--- config.mk ---
export PLATFORM = sky130hd
export DESIGN_NAME = priority_task_scheduler_with_timer_queue_flat
export DESIGN_NICKNAME = d
export VERILOG_FILES = /design/src/rtl/core/pts_pkg.sv /design/src/rtl/core/pts_if.sv /design/src/rtl/core/priority_task_scheduler_with_timer_queue.sv /design/src/rtl/core/pts_fifos.sv /design/src/rtl/core/pts_timerq.sv /design/src/flat_wrapper.sv
export SDC_FILE = /design/constraint.sdc
export NUM_CORES = 2
export LEC_CHECK = 0
export BUFFER_PORTS_ARGS = -buffer_cell sky130_fd_sc_hd__buf_2
export CORE_MARGIN = 2
export CORE_UTILIZATION = 45
export DETAILED_ROUTE_END_ITERATION = 6
export PLACE_DENSITY = 0.59
export SYNTH_ARGS = -nofsm -noshare
export SYNTH_HDL_FRONTEND = slang
export SYNTH_HIERARCHICAL = 1
export SYNTH_SLANG_ARGS = --single-unit
--- constraint.sdc ---
create_clock -name clock -period 10.15 [get_ports clock]
set_input_delay 2.03 -clock clock [delete_from_list [all_inputs] [get_ports clock]]
set_output_delay 2.03 -clock clock [all_outputs]
set_load 0.02 [all_outputs]
--- src/rtl/core/pts_pkg.sv ---
// Shared types, constants and helpers of the priority task scheduler.
package pts_pkg;

   localparam int FUNC_W   = 3;
   localparam int ID_W     = 6;
   localparam int PRIO_W   = 2;
   localparam int TICK_W   = 16;
   localparam int NOW_W    = 32;
   localparam int STATUS_W = 2;
   localparam int REM_W    = 7;
   localparam int LVL_W    = 3;

   localparam int FIFO_DEPTH_DEF  = 16;
   localparam int TIMER_DEPTH_DEF = 16;
   localparam int TASK_SLOTS_DEF  = 64;
   localparam int LEVELS_DEF      = 3;

   typedef enum logic [FUNC_W-1:0] {
      FN_SUBMIT   = 3'd0,
      FN_TICK     = 3'd1,
      FN_DISPATCH = 3'd2,
      FN_CANCEL   = 3'd3,
      FN_COMPLETE = 3'd4
   } func_type;

   typedef enum logic [STATUS_W-1:0] {
      ST_OK       = 2'd0,
      ST_NONE     = 2'd1,
      ST_BAD_PRIO = 2'd2,
      ST_FULL     = 2'd3
   } status_type;

   typedef enum logic {
      TQ_INSERT  = 1'b0,
      TQ_PROMOTE = 1'b1
   } tq_op_type;

   typedef struct packed {
      logic [FUNC_W-1:0] func;
      logic [ID_W-1:0]   task_id;
      logic [PRIO_W-1:0] priority_req;
      logic [TICK_W-1:0] delay;
      logic [TICK_W-1:0] repeat_ticks;
   } req_type;

   typedef struct packed {
      status_type       status;
      logic [ID_W-1:0]  served_id;
      logic             run_it;
      logic [REM_W-1:0] remaining;
      logic             all_done;
   } rsp_type;

   typedef struct packed {
      logic [NOW_W-1:0] due;
      logic [ID_W-1:0]  id;
   } tq_entry_type;

   typedef struct packed {
      logic             start;
      tq_op_type        op;
      logic [NOW_W-1:0] due;
      logic [ID_W-1:0]  id;
   } tq_cmd_type;

   typedef struct packed {
      logic done;
      logic ok;
   } tq_rsp_type;

   typedef struct packed {
      logic             push;
      logic             pop;
      logic [LVL_W-1:0] lvl;
      logic [ID_W-1:0]  id;
   } fifo_cmd_type;

   function automatic logic [NOW_W-1:0] sat_add(input logic [NOW_W-1:0] a,
                                                input logic [NOW_W-1:0] b);
      logic [NOW_W:0] s;
      s = {1'b0, a} + {1'b0, b};
      return s[NOW_W] ? '1 : s[NOW_W-1:0];
   endfunction

endpackage

--- src/rtl/core/pts_if.sv ---
// Request and response channel interfaces of the priority task scheduler.
interface pts_req_if;
   logic                       valid;
   logic                       ready;
   logic [pts_pkg::FUNC_W-1:0] func;
   logic [pts_pkg::ID_W-1:0]   task_id;
   logic [pts_pkg::PRIO_W-1:0] priority_req;
   logic [pts_pkg::TICK_W-1:0] delay;
   logic [pts_pkg::TICK_W-1:0] repeat_ticks;

   modport source (output valid, func, task_id, priority_req, delay, repeat_ticks,
                   input ready);
   modport sink (input valid, func, task_id, priority_req, delay, repeat_ticks,
                 output ready);
endinterface

interface pts_rsp_if;
   logic                         valid;
   logic                         ready;
   logic [pts_pkg::STATUS_W-1:0] status;
   logic [pts_pkg::ID_W-1:0]     served_id;
   logic                         run_it;
   logic [pts_pkg::REM_W-1:0]    remaining;
   logic                         all_done;

   modport source (output valid, status, served_id, run_it, remaining, all_done,
                   input ready);
   modport sink (input valid, status, served_id, run_it, remaining, all_done,
                 output ready);
endinterface

--- src/rtl/core/priority_task_scheduler_with_timer_queue.sv ---
// Strict-priority task scheduler with a sorted timer queue; one transaction in flight.
// A transaction is taken when req_chan.ready is high and the response is loaded into
// the output register, so the next request can be taken while it waits. Submit without
// delay, tick and cancel pass through the execute and response states; dispatch from a
// non-empty FIFO adds the FIFO read state, and complete adds the interval memory read.
// Delayed submit and repeat re-arm walk the timer queue from its tail with a single-port
// memory and one comparator, reading and then rewriting each entry moved. A dispatch
// with all FIFOs empty promotes due timers into the highest-priority FIFO before serving.
module priority_task_scheduler_with_timer_queue #(
   parameter int FIFO_DEPTH  = pts_pkg::FIFO_DEPTH_DEF,
   parameter int TIMER_DEPTH = pts_pkg::TIMER_DEPTH_DEF,
   parameter int TASK_SLOTS  = pts_pkg::TASK_SLOTS_DEF,
   parameter int LEVELS      = pts_pkg::LEVELS_DEF
) (
   input logic        clock,
   input logic        reset,
   pts_req_if.sink    req_chan,
   pts_rsp_if.source  rsp_chan
);
   import pts_pkg::*;

   localparam int SLOT_W = $clog2(TASK_SLOTS);
   localparam int RC_W   = $clog2(TASK_SLOTS + 1);
   localparam int LW     = (LEVELS > 1) ? $clog2(LEVELS) : 1;
   localparam int REM_MAX = (1 << REM_W) - 1;

   typedef enum logic [7:0] {
      S_IDLE  = 8'b00000001,
      S_EXEC  = 8'b00000010,
      S_TQW   = 8'b00000100,
      S_PROMW = 8'b00001000,
      S_POPW  = 8'b00010000,
      S_INTV  = 8'b00100000,
      S_RESP  = 8'b01000000,
      S_SPARE = 8'b10000000
   } state_type;

   state_type state_ff, state_in;
   req_type   op_ff, op_in;
   rsp_type   rsp_ff, rsp_in;
   logic      rsp_valid_ff, rsp_valid_in;
   status_type status_ff, status_in;
   logic [ID_W-1:0] served_ff, served_in;
   logic      run_ff, run_in;
   logic      done_ff, done_in;
   logic [NOW_W-1:0] now_ff, now_in;
   logic [RC_W-1:0]  rem_ff, rem_in;
   logic [TASK_SLOTS-1:0] busy_ff, busy_in;
   logic [TASK_SLOTS-1:0] canc_ff, canc_in;
   logic [TASK_SLOTS-1:0] runf_ff, runf_in;
   logic [TICK_W-1:0] intv_mem [TASK_SLOTS];
   logic [TICK_W-1:0] intv_rd_ff;
   logic intv_we, intv_re;

   fifo_cmd_type fcmd;
   tq_cmd_type   tcmd;
   tq_rsp_type   trsp;
   logic [LEVELS-1:0] nonempty, full;
   logic [ID_W-1:0]   fifo_data;
   logic              promo_push;
   logic [ID_W-1:0]   promo_id;

   logic [SLOT_W-1:0] sid, pid, free_idx;
   logic              in_range, any_ready;
   logic [LVL_W-1:0]  top_lvl;
   logic              claim_en, free_en;

   assign sid       = SLOT_W'(op_ff.task_id);
   assign pid       = SLOT_W'(fifo_data);
   assign in_range  = (int'(op_ff.task_id) < TASK_SLOTS);
   assign any_ready = |nonempty;

   always_comb begin
      top_lvl = '0;
      for (int l = 0; l < LEVELS; l++) begin
         if (nonempty[l]) top_lvl = LVL_W'(l);
      end
   end

   pts_fifos #(.FIFO_DEPTH(FIFO_DEPTH), .LEVELS(LEVELS)) u_fifos (
      .clock    (clock),
      .reset    (reset),
      .cmd      (fcmd),
      .nonempty (nonempty),
      .full     (full),
      .rd_data  (fifo_data)
   );

   pts_timerq #(.TIMER_DEPTH(TIMER_DEPTH)) u_timerq (
      .clock      (clock),
      .reset      (reset),
      .cmd        (tcmd),
      .now        (now_ff),
      .high_full  (full[LEVELS-1]),
      .rsp        (trsp),
      .promo_push (promo_push),
      .promo_id   (promo_id)
   );

   assign req_chan.ready = (state_ff == S_IDLE);

   always_comb begin
      state_in     = state_ff;
      op_in        = op_ff;
      rsp_in       = rsp_ff;
      rsp_valid_in = rsp_valid_ff;
      status_in    = status_ff;
      served_in    = served_ff;
      run_in       = run_ff;
      done_in      = done_ff;
      now_in       = now_ff;
      rem_in       = rem_ff;
      busy_in      = busy_ff;
      canc_in      = canc_ff;
      runf_in      = runf_ff;
      intv_we      = 1'b0;
      intv_re      = 1'b0;
      fcmd         = '0;
      tcmd         = '0;
      claim_en     = 1'b0;
      free_en      = 1'b0;
      free_idx     = sid;

      if (rsp_valid_ff && rsp_chan.ready) rsp_valid_in = 1'b0;

      case (state_ff)
         S_IDLE: begin
            if (req_chan.valid) begin
               op_in = '{func: req_chan.func, task_id: req_chan.task_id,
                         priority_req: req_chan.priority_req, delay: req_chan.delay,
                         repeat_ticks: req_chan.repeat_ticks};
               status_in = ST_OK;
               served_in = '0;
               run_in    = 1'b0;
               done_in   = 1'b0;
               state_in  = S_EXEC;
            end
         end
         S_EXEC: begin
            state_in = S_RESP;
            case (func_type'(op_ff.func))
               FN_SUBMIT: begin
                  if (int'(op_ff.priority_req) >= LEVELS) begin
                     status_in = ST_BAD_PRIO;
                  end else if (!in_range || busy_ff[sid]) begin
                     status_in = ST_FULL;
                  end else if (op_ff.delay != '0) begin
                     tcmd = '{start: 1'b1, op: TQ_INSERT,
                              due: sat_add(now_ff, NOW_W'(op_ff.delay)), id: op_ff.task_id};
                     state_in = S_TQW;
                  end else if (full[LW'(op_ff.priority_req)]) begin
                     status_in = ST_FULL;
                  end else begin
                     fcmd = '{push: 1'b1, pop: 1'b0, lvl: LVL_W'(op_ff.priority_req),
                              id: op_ff.task_id};
                     claim_en = 1'b1;
                  end
               end
               FN_TICK: now_in = sat_add(now_ff, NOW_W'(1));
               FN_DISPATCH: begin
                  if (any_ready) begin
                     fcmd = '{push: 1'b0, pop: 1'b1, lvl: top_lvl, id: '0};
                     state_in = S_POPW;
                  end else begin
                     tcmd = '{start: 1'b1, op: TQ_PROMOTE, due: '0, id: '0};
                     state_in = S_PROMW;
                  end
               end
               FN_CANCEL: begin
                  if (in_range && busy_ff[sid]) canc_in[sid] = 1'b1;
               end
               FN_COMPLETE: begin
                  if (in_range && busy_ff[sid] && runf_ff[sid]) begin
                     runf_in[sid] = 1'b0;
                     intv_re      = 1'b1;
                     state_in     = S_INTV;
                  end
               end
               default: state_in = S_RESP;
            endcase
         end
         S_TQW: begin
            if (trsp.done) begin
               state_in = S_RESP;
               if (func_type'(op_ff.func) == FN_SUBMIT) begin
                  if (trsp.ok) claim_en = 1'b1;
                  else status_in = ST_FULL;
               end else if (!trsp.ok) begin
                  status_in = ST_FULL;
                  free_en   = 1'b1;
               end
            end
         end
         S_PROMW: begin
            if (promo_push) begin
               fcmd = '{push: 1'b1, pop: 1'b0, lvl: LVL_W'(LEVELS - 1), id: promo_id};
            end else if (trsp.done) begin
               if (any_ready) begin
                  fcmd = '{push: 1'b0, pop: 1'b1, lvl: top_lvl, id: '0};
                  state_in = S_POPW;
               end else begin
                  status_in = ST_NONE;
                  state_in  = S_RESP;
               end
            end
         end
         S_POPW: begin
            served_in = fifo_data;
            if (canc_ff[pid]) begin
               run_in   = 1'b0;
               free_en  = 1'b1;
               free_idx = pid;
            end else begin
               run_in       = 1'b1;
               runf_in[pid] = 1'b1;
            end
            state_in = S_RESP;
         end
         S_INTV: begin
            if (intv_rd_ff != '0 && !canc_ff[sid]) begin
               tcmd = '{start: 1'b1, op: TQ_INSERT,
                        due: sat_add(now_ff, NOW_W'(intv_rd_ff)), id: op_ff.task_id};
               state_in = S_TQW;
            end else begin
               free_en  = 1'b1;
               state_in = S_RESP;
            end
         end
         S_RESP: begin
            if (!rsp_valid_ff || rsp_chan.ready) begin
               rsp_in = '{status: status_ff, served_id: served_ff, run_it: run_ff,
                          remaining: (int'(rem_ff) > REM_MAX) ? REM_W'(REM_MAX)
                                                               : REM_W'(rem_ff),
                          all_done: done_ff};
               rsp_valid_in = 1'b1;
               state_in     = S_IDLE;
            end
         end
         default: state_in = S_IDLE;
      endcase

      if (claim_en) begin
         busy_in[sid] = 1'b1;
         canc_in[sid] = 1'b0;
         runf_in[sid] = 1'b0;
         intv_we      = 1'b1;
         rem_in       = rem_ff + RC_W'(1);
      end
      if (free_en) begin
         busy_in[free_idx] = 1'b0;
         canc_in[free_idx] = 1'b0;
         runf_in[free_idx] = 1'b0;
         if (rem_ff != '0) begin
            rem_in  = rem_ff - RC_W'(1);
            done_in = (rem_ff == RC_W'(1));
         end
      end
   end

   always_ff @(posedge clock) begin
      if (reset) begin
         state_ff     <= S_IDLE;
         rsp_valid_ff <= 1'b0;
         now_ff       <= '0;
         rem_ff       <= '0;
         busy_ff      <= '0;
         canc_ff      <= '0;
         runf_ff      <= '0;
      end else begin
         state_ff     <= state_in;
         rsp_valid_ff <= rsp_valid_in;
         now_ff       <= now_in;
         rem_ff       <= rem_in;
         busy_ff      <= busy_in;
         canc_ff      <= canc_in;
         runf_ff      <= runf_in;
      end
   end

   always_ff @(posedge clock) begin
      op_ff     <= op_in;
      rsp_ff    <= rsp_in;
      status_ff <= status_in;
      served_ff <= served_in;
      run_ff    <= run_in;
      done_ff   <= done_in;
   end

   always_ff @(posedge clock) begin
      if (intv_we) begin
         intv_mem[sid] <= op_ff.repeat_ticks;
      end
      if (intv_re) begin
         intv_rd_ff <= intv_mem[sid];
      end
   end

   assign rsp_chan.valid     = rsp_valid_ff;
   assign rsp_chan.status    = rsp_ff.status;
   assign rsp_chan.served_id = rsp_ff.served_id;
   assign rsp_chan.run_it    = rsp_ff.run_it;
   assign rsp_chan.remaining = rsp_ff.remaining;
   assign rsp_chan.all_done  = rsp_ff.all_done;

endmodule

--- src/rtl/core/pts_fifos.sv ---
// Bank of per-priority ready FIFOs sharing one memory.
module pts_fifos #(
   parameter int FIFO_DEPTH = pts_pkg::FIFO_DEPTH_DEF,
   parameter int LEVELS     = pts_pkg::LEVELS_DEF
) (
   input  logic                     clock,
   input  logic                     reset,
   input  pts_pkg::fifo_cmd_type    cmd,
   output logic [LEVELS-1:0]        nonempty,
   output logic [LEVELS-1:0]        full,
   output logic [pts_pkg::ID_W-1:0] rd_data
);
   import pts_pkg::*;

   localparam int HW = (FIFO_DEPTH > 1) ? $clog2(FIFO_DEPTH) : 1;
   localparam int CW = $clog2(FIFO_DEPTH + 1);
   localparam int LW = (LEVELS > 1) ? $clog2(LEVELS) : 1;
   localparam int AW = $clog2(LEVELS * FIFO_DEPTH);

   logic [ID_W-1:0] fifo_mem [LEVELS*FIFO_DEPTH];
   logic [HW-1:0]   head_ff [LEVELS];
   logic [HW-1:0]   head_in [LEVELS];
   logic [CW-1:0]   cnt_ff [LEVELS];
   logic [CW-1:0]   cnt_in [LEVELS];
   logic [ID_W-1:0] rd_data_ff;
   logic [LW-1:0]   lvl;
   logic [HW:0]     pos_sum;
   logic [HW:0]     nxt_sum;
   logic [HW-1:0]   wr_pos;
   logic [HW-1:0]   nxt_head;
   logic [AW-1:0]   wr_addr;
   logic [AW-1:0]   rd_addr;

   assign lvl = cmd.lvl[LW-1:0];

   always_comb begin
      pos_sum = (HW+1)'(head_ff[lvl]) + (HW+1)'(cnt_ff[lvl]);
      if (pos_sum >= (HW+1)'(FIFO_DEPTH)) begin
         pos_sum = pos_sum - (HW+1)'(FIFO_DEPTH);
      end
      wr_pos = pos_sum[HW-1:0];
      nxt_sum = (HW+1)'(head_ff[lvl]) + (HW+1)'(1);
      nxt_head = (nxt_sum >= (HW+1)'(FIFO_DEPTH)) ? '0 : nxt_sum[HW-1:0];
      wr_addr = AW'(int'(lvl) * FIFO_DEPTH + int'(wr_pos));
      rd_addr = AW'(int'(lvl) * FIFO_DEPTH + int'(head_ff[lvl]));
   end

   always_comb begin
      for (int l = 0; l < LEVELS; l++) begin
         head_in[l]  = head_ff[l];
         cnt_in[l]   = cnt_ff[l];
         nonempty[l] = (cnt_ff[l] != '0);
         full[l]     = (cnt_ff[l] == CW'(FIFO_DEPTH));
      end
      if (cmd.push) begin
         cnt_in[lvl] = cnt_ff[lvl] + CW'(1);
      end else if (cmd.pop) begin
         cnt_in[lvl]  = cnt_ff[lvl] - CW'(1);
         head_in[lvl] = nxt_head;
      end
   end

   always_ff @(posedge clock) begin
      if (reset) begin
         for (int l = 0; l < LEVELS; l++) begin
            head_ff[l] <= '0;
            cnt_ff[l]  <= '0;
         end
      end else begin
         head_ff <= head_in;
         cnt_ff  <= cnt_in;
      end
   end

   always_ff @(posedge clock) begin
      if (cmd.push) begin
         fifo_mem[wr_addr] <= cmd.id;
      end
      if (cmd.pop) begin
         rd_data_ff <= fifo_mem[rd_addr];
      end
   end

   assign rd_data = rd_data_ff;

endmodule

--- src/rtl/core/pts_timerq.sv ---
// Sorted timer queue: circular memory walked by one due-time comparator.
module pts_timerq #(
   parameter int TIMER_DEPTH = pts_pkg::TIMER_DEPTH_DEF
) (
   input  logic                      clock,
   input  logic                      reset,
   input  pts_pkg::tq_cmd_type       cmd,
   input  logic [pts_pkg::NOW_W-1:0] now,
   input  logic                      high_full,
   output pts_pkg::tq_rsp_type       rsp,
   output logic                      promo_push,
   output logic [pts_pkg::ID_W-1:0]  promo_id
);
   import pts_pkg::*;

   localparam int IW = $clog2(TIMER_DEPTH);
   localparam int CW = $clog2(TIMER_DEPTH + 1);

   typedef enum logic [2:0] {
      TQ_IDLE = 3'b001,
      TQ_RD   = 3'b010,
      TQ_CMP  = 3'b100
   } tq_state_type;

   tq_state_type state_ff, state_in;
   tq_op_type    op_ff, op_in;
   logic [NOW_W-1:0] key_ff, key_in;
   logic [ID_W-1:0]  kid_ff, kid_in;
   logic [CW-1:0]    idx_ff, idx_in;
   logic [IW-1:0]    head_ff, head_in;
   logic [CW-1:0]    cnt_ff, cnt_in;
   tq_rsp_type       rsp_ff, rsp_in;
   tq_entry_type     tq_mem [TIMER_DEPTH];
   tq_entry_type     entry_ff;
   tq_entry_type     wr_data;
   logic             wr_en, rd_en;
   logic [CW-1:0]    kx;
   logic [IW-1:0]    addr;
   logic [NOW_W-1:0] key_sel;
   logic             gt;

   function automatic logic [IW-1:0] phys(input logic [IW-1:0] h, input logic [CW-1:0] k);
      logic [IW:0] s;
      s = (IW+1)'(h) + (IW+1)'(k);
      if (s >= (IW+1)'(TIMER_DEPTH)) begin
         s = s - (IW+1)'(TIMER_DEPTH);
      end
      return s[IW-1:0];
   endfunction

   assign key_sel = (op_ff == TQ_INSERT) ? key_ff : now;
   assign gt      = (entry_ff.due > key_sel);
   assign addr    = phys(head_ff, kx);

   always_comb begin
      state_in   = state_ff;
      op_in      = op_ff;
      key_in     = key_ff;
      kid_in     = kid_ff;
      idx_in     = idx_ff;
      head_in    = head_ff;
      cnt_in     = cnt_ff;
      rsp_in     = '0;
      wr_en      = 1'b0;
      rd_en      = 1'b0;
      wr_data    = '{due: key_ff, id: kid_ff};
      kx         = idx_ff;
      promo_push = 1'b0;
      promo_id   = entry_ff.id;
      case (state_ff)
         TQ_IDLE: begin
            if (cmd.start) begin
               op_in  = cmd.op;
               key_in = cmd.due;
               kid_in = cmd.id;
               idx_in = cnt_ff;
               if (cmd.op == TQ_INSERT && cnt_ff == CW'(TIMER_DEPTH)) begin
                  rsp_in = '{done: 1'b1, ok: 1'b0};
               end else begin
                  state_in = TQ_RD;
               end
            end
         end
         TQ_RD: begin
            if (op_ff == TQ_INSERT) begin
               if (idx_ff == '0) begin
                  wr_en    = 1'b1;
                  cnt_in   = cnt_ff + CW'(1);
                  rsp_in   = '{done: 1'b1, ok: 1'b1};
                  state_in = TQ_IDLE;
               end else begin
                  kx       = idx_ff - CW'(1);
                  rd_en    = 1'b1;
                  state_in = TQ_CMP;
               end
            end else begin
               kx = '0;
               if (cnt_ff == '0 || high_full) begin
                  rsp_in   = '{done: 1'b1, ok: 1'b1};
                  state_in = TQ_IDLE;
               end else begin
                  rd_en    = 1'b1;
                  state_in = TQ_CMP;
               end
            end
         end
         TQ_CMP: begin
            if (op_ff == TQ_INSERT) begin
               wr_en = 1'b1;
               if (gt) begin
                  wr_data  = entry_ff;
                  idx_in   = idx_ff - CW'(1);
                  state_in = TQ_RD;
               end else begin
                  cnt_in   = cnt_ff + CW'(1);
                  rsp_in   = '{done: 1'b1, ok: 1'b1};
                  state_in = TQ_IDLE;
               end
            end else begin
               if (!gt) begin
                  promo_push = 1'b1;
                  head_in    = phys(head_ff, CW'(1));
                  cnt_in     = cnt_ff - CW'(1);
                  state_in   = TQ_RD;
               end else begin
                  rsp_in   = '{done: 1'b1, ok: 1'b1};
                  state_in = TQ_IDLE;
               end
            end
         end
         default: state_in = TQ_IDLE;
      endcase
   end

   always_ff @(posedge clock) begin
      if (reset) begin
         state_ff <= TQ_IDLE;
         head_ff  <= '0;
         cnt_ff   <= '0;
         rsp_ff   <= '0;
      end else begin
         state_ff <= state_in;
         head_ff  <= head_in;
         cnt_ff   <= cnt_in;
         rsp_ff   <= rsp_in;
      end
   end

   always_ff @(posedge clock) begin
      op_ff  <= op_in;
      key_ff <= key_in;
      kid_ff <= kid_in;
      idx_ff <= idx_in;
   end

   always_ff @(posedge clock) begin
      if (wr_en) begin
         tq_mem[addr] <= wr_data;
      end
      if (rd_en) begin
         entry_ff <= tq_mem[addr];
      end
   end

   assign rsp = rsp_ff;

endmodule

--- src/flat_wrapper.sv ---
// flat-port wrapper written by rule: the top's interface ports become plain ports
module priority_task_scheduler_with_timer_queue_flat import pts_pkg::*;
#(
   parameter int FIFO_DEPTH  = pts_pkg::FIFO_DEPTH_DEF,
   parameter int TIMER_DEPTH = pts_pkg::TIMER_DEPTH_DEF,
   parameter int TASK_SLOTS  = pts_pkg::TASK_SLOTS_DEF,
   parameter int LEVELS      = pts_pkg::LEVELS_DEF
)
  (clock, reset, req_chan_valid, req_chan_func, req_chan_task_id, req_chan_priority_req, req_chan_delay, req_chan_repeat_ticks, req_chan_ready, rsp_chan_valid, rsp_chan_status, rsp_chan_served_id, rsp_chan_run_it, rsp_chan_remaining, rsp_chan_all_done, rsp_chan_ready);
  pts_req_if req_chan_i ();
  pts_rsp_if rsp_chan_i ();
  input logic clock;
  input logic reset;
  input wire logic [$bits(req_chan_i.valid)-1:0] req_chan_valid;
  input wire logic [$bits(req_chan_i.func)-1:0] req_chan_func;
  input wire logic [$bits(req_chan_i.task_id)-1:0] req_chan_task_id;
  input wire logic [$bits(req_chan_i.priority_req)-1:0] req_chan_priority_req;
  input wire logic [$bits(req_chan_i.delay)-1:0] req_chan_delay;
  input wire logic [$bits(req_chan_i.repeat_ticks)-1:0] req_chan_repeat_ticks;
  output wire logic [$bits(req_chan_i.ready)-1:0] req_chan_ready;
  output wire logic [$bits(rsp_chan_i.valid)-1:0] rsp_chan_valid;
  output wire logic [$bits(rsp_chan_i.status)-1:0] rsp_chan_status;
  output wire logic [$bits(rsp_chan_i.served_id)-1:0] rsp_chan_served_id;
  output wire logic [$bits(rsp_chan_i.run_it)-1:0] rsp_chan_run_it;
  output wire logic [$bits(rsp_chan_i.remaining)-1:0] rsp_chan_remaining;
  output wire logic [$bits(rsp_chan_i.all_done)-1:0] rsp_chan_all_done;
  input wire logic [$bits(rsp_chan_i.ready)-1:0] rsp_chan_ready;
  assign req_chan_i.valid = req_chan_valid;
  assign req_chan_i.func = req_chan_func;
  assign req_chan_i.task_id = req_chan_task_id;
  assign req_chan_i.priority_req = req_chan_priority_req;
  assign req_chan_i.delay = req_chan_delay;
  assign req_chan_i.repeat_ticks = req_chan_repeat_ticks;
  assign req_chan_ready = req_chan_i.ready;
  assign rsp_chan_valid = rsp_chan_i.valid;
  assign rsp_chan_status = rsp_chan_i.status;
  assign rsp_chan_served_id = rsp_chan_i.served_id;
  assign rsp_chan_run_it = rsp_chan_i.run_it;
  assign rsp_chan_remaining = rsp_chan_i.remaining;
  assign rsp_chan_all_done = rsp_chan_i.all_done;
  assign rsp_chan_i.ready = rsp_chan_ready;
  priority_task_scheduler_with_timer_queue #(.FIFO_DEPTH(FIFO_DEPTH), .TIMER_DEPTH(TIMER_DEPTH), .TASK_SLOTS(TASK_SLOTS), .LEVELS(LEVELS)) u_core (.clock(clock), .reset(reset), .req_chan(req_chan_i), .rsp_chan(rsp_chan_i));
endmodule
==> summary.txt <==
CLOCK NETWORK
------------------------------------------------------------------------------------------------------
Num Clock Sinks .........................................................................         2374
Clock tree from TritonCTS ...............................................................        built
Number of buffers added to fix hold violations after cts ................................            0
CTS max path bufs .......................................................................            3
CTS Buf Count ...........................................................................          234
Buffers inserted by post-CTS timing repair ..............................................            0
Gates resized, CTS repair ...............................................................            0
Total number of H-tree levels ...........................................................            4
Master cell of the clock root buffer .................................................... sky130_fd_sc_hd__clkbuf_16
Clock transition at the register clock pins on the worst setup and hold paths after CTS .        60 ps
Latest clock arrival within the worst-skew pair .........................................       900 ps

DRT
------------------------------------------------------------------------------------------------------
Routed length on met3 ...................................................................     26200 um
Number of nets with antenna violations after routing ....................................            0
Drt first-iter violations ...............................................................         7362
Uppermost layer routed ..................................................................         met5
DRC .....................................................................................            0
Per-cell via count in the routed design .................................................         6.40
Met2 routed WL ..........................................................................    136000 um
Post-route met1 wirelength ..............................................................    119000 um
Initial DRT Pass Iterations .............................................................            6
WL/cell .................................................................................      31.5 um
Total number of vias ....................................................................        59400
Routed wire length ......................................................................    292000 um

FLOORPLAN
------------------------------------------------------------------------------------------------------
Number of placed I/O pins ...............................................................           66
Number of rows in the core area .........................................................          170
Width of the die ........................................................................       468 um
Floorplan die area ......................................................................    0.219 mm2
Initial Util ............................................................................        0.452
Height of the chip ......................................................................       468 um
Area of the core ........................................................................    0.214 mm2

POWER
------------------------------------------------------------------------------------------------------
Maximum ir drop on the vdd rail .........................................................     0.198 mV
Power density of the placed cells .......................................................   188 mW/mm2
Flop pwr share ..........................................................................        0.528
Leakage power ...........................................................................      34.8 nW
Clk network pwr share ...................................................................        0.411
Switching pwr ...........................................................................      4.69 mW
Pint ....................................................................................      15.6 mW
Sw Share ................................................................................        0.231
Logic gate share of total power .........................................................        0.061

WORST SETUP PATH
------------------------------------------------------------------------------------------------------
Worst reg2reg setup slack ...............................................................      1740 ps
CP Data Arrival Time ....................................................................      8930 ps
Critical Path Start ..................................................................... u_core/u_timerq/op_ff$_DFFE_PP_
Biggest fanout along the worst timing path ..............................................           22
Crit path kind ..........................................................................      reg2reg
Endpoint kind of the worst setup timing path ............................................     register
Critical path startpoint category .......................................................     register
Startpoint of the most critical register-to-register path ............................... u_core/u_timerq/op_ff$_DFFE_PP_
Worst path required time ................................................................     10670 ps
Worst reg-to-reg path cell count ........................................................           20
Critical R2R Capture .................................................................... u_core/u_fifos/fifo_mem[1][0]$_DFFE_PP_

PLACED DESIGN
------------------------------------------------------------------------------------------------------
Final weighted congestion of routability-driven global placement ........................        0.932
Port Buffer Count .......................................................................           65
DP Worst Slack ..........................................................................      1890 ps
Dpl hpwl ................................................................................    174000 um

GRT
------------------------------------------------------------------------------------------------------
Remaining global-route overflow .........................................................            0
First-pass GRT wire length ..............................................................    418000 um
Combined global-route utilization of all metal layers ...................................        0.264
Maximum number of pins on one net before global-route repair ............................           98
Vias in the first global route ..........................................................        57900
Antenna violations before repair ........................................................           10

LAYOUT
------------------------------------------------------------------------------------------------------
Fraction of final layout cells sized beyond drive strength 1 ............................        0.176
Layout Area Growth over Synthesis .......................................................        12.2%
Most common cell after layout, fill and taps aside ...................................... sky130_fd_sc_hd__edfxtp_1
Highest-count cells in the layout ignoring fill and taps ................................ sky130_fd_sc_hd__edfxtp_1 (2093), sky130_fd_sc_hd__a21oi_1 (374), sky130_fd_sc_hd__a22oi_1 (353), sky130_fd_sc_hd__nor2_1 (297)
NumNets Final ...........................................................................         6383

LOGIC SYNTHESIS
------------------------------------------------------------------------------------------------------
Synthesized instance count ..............................................................         6125
Cell area after synthesis ...............................................................   0.0967 mm2
Syn_nets ................................................................................         6259
Yosys warning total .....................................................................            6
Mean cell area of the mapped netlist ....................................................     15.8 um2

STA
------------------------------------------------------------------------------------------------------
Final Critical Period ...................................................................      8410 ps
Setup repair after global routing missed its margin .....................................        false
Final worst setup slack .................................................................      1740 ps
Final worst path period share ...........................................................        0.828
Number of slew-limit violations in the final report .....................................            0
Worst slew pin tran .....................................................................      1360 ps
Setup Total Neg Slack ...................................................................         0 ps
Max-Slew Margin vs Limit ................................................................       0.0854
Fmax ....................................................................................    0.119 GHz
Largest clock skew in the final design ..................................................      48.8 ps
Setup-violating endpoint count in the final report ......................................            0
Total count of hold-check failures in the final report ..................................            0

RUN STATUS
------------------------------------------------------------------------------------------------------
Outcome .................................................................................    completed

WORST HOLD PATH
------------------------------------------------------------------------------------------------------
Worst min-delay path endpoint ........................................................... u_core/rsp_chan.served_id[4]$_DFFE_PP_
Start point of the worst hold path ...................................................... u_core/served_ff[4]$_SDFFCE_PN0P_
Tightest Hold Check Type ................................................................      reg2reg
Count of cells along the worst hold path ................................................            0

JOB
------------------------------------------------------------------------------------------------------
Max_cap viols ...........................................................................            0

-- cell type report --
type	count	area (um2)
multi-input cells	3310	26800
clock inverters	128	1080
fillers	17600	106000
clock buffers	307	6270
flip-flops and latches	2374	68500
inverters	54	206
repair buffers	275	2020
well taps	2838	3550
diodes	6	15.0
-- stage by stage --
| step | cell area [um2] | instances | utilization | power, mW | hold WS, ps |
|---|---|---|---|---|---|
| floorplan | 96700 | 6125 | - | 11.6 | 400 |
| global placement | 101000 | 8851 | 0.472 | 12.1 | 417 |
| detailed placement | 101000 | 8851 | 0.472 | 12.2 | 408 |
| CTS | 108000 | 9286 | 0.506 | 20.4 | 430 |
| global route | 108000 | 9289 | 0.506 | 20.9 | 432 |
| finish | 108000 | 9292 | 0.506 | 20.3 | 426 |
-- critical path, cell delays in order, from the launching register on --
cell,delay [ps]
sky130_fd_sc_hd__edfxtp_1,910
sky130_fd_sc_hd__buf_4,430
sky130_fd_sc_hd__mux2i_1,130
sky130_fd_sc_hd__ha_1,340
sky130_fd_sc_hd__nand4_1,190
sky130_fd_sc_hd__nor4_1,610
sky130_fd_sc_hd__o31a_2,350
sky130_fd_sc_hd__o21bai_1,170
sky130_fd_sc_hd__ha_1,220
sky130_fd_sc_hd__and2_1,240
sky130_fd_sc_hd__and2_1,280
sky130_fd_sc_hd__a211o_1,510
sky130_fd_sc_hd__buf_4,320
sky130_fd_sc_hd__nor2b_1,700
sky130_fd_sc_hd__nand2_1,120
sky130_fd_sc_hd__o21ai_0,210
sky130_fd_sc_hd__ha_1,290
sky130_fd_sc_hd__fa_1,470
sky130_fd_sc_hd__nor2b_1,260
sky130_fd_sc_hd__nand3_1,600
sky130_fd_sc_hd__nor2_1,680
-- worst max path at each step --
stage	depth (start not counted)	to	slack (ps)
after floorplan	29	u_core/u_fifos/fifo_mem[35][0]$_DFFE_PP_	3330
after global placement	20	u_core/u_fifos/fifo_mem[3][1]$_DFFE_PP_	2060
after detailed placement	20	u_core/u_fifos/fifo_mem[3][0]$_DFFE_PP_	1890
after CTS	20	u_core/u_fifos/fifo_mem[1][0]$_DFFE_PP_	1910
after global routing	20	u_core/u_fifos/fifo_mem[1][0]$_DFFE_PP_	1200
final	20	u_core/u_fifos/fifo_mem[1][0]$_DFFE_PP_	1740
-- sequential cells by signal, indices dropped and copies added (netlist names), 37 cells and up --
name,count
u_core/intv_mem,1024
u_core/u_timerq/tq_mem,608
u_core/u_fifos/fifo_mem,288
u_core/busy_ff,64
u_core/canc_ff,64
u_core/runf_ff,64
u_core/op_ff,37
-- routing by layer --
layer,global-route usage,up-vias
li1,-,25100
met1,0.369,30500
met3,0.0521,620
met4,0.0981,10
met2,0.410,3145
met5,0,-
-- power by group through the flow --
| stage | sequential, mW | combinational [mW] | clock (mW) |
|---|---|---|---|
| CTS | 10.7 | 1.22 | 8.48 |
| floorplan | 11.0 | 0.571 | 0 |
| detailed placement | 10.9 | 1.22 | 0 |
| global route | 10.7 | 1.28 | 8.86 |
| global placement | 10.9 | 1.20 | 0 |
| finish | 10.7 | 1.24 | 8.36 |
(Power assumes the default switching activity.)
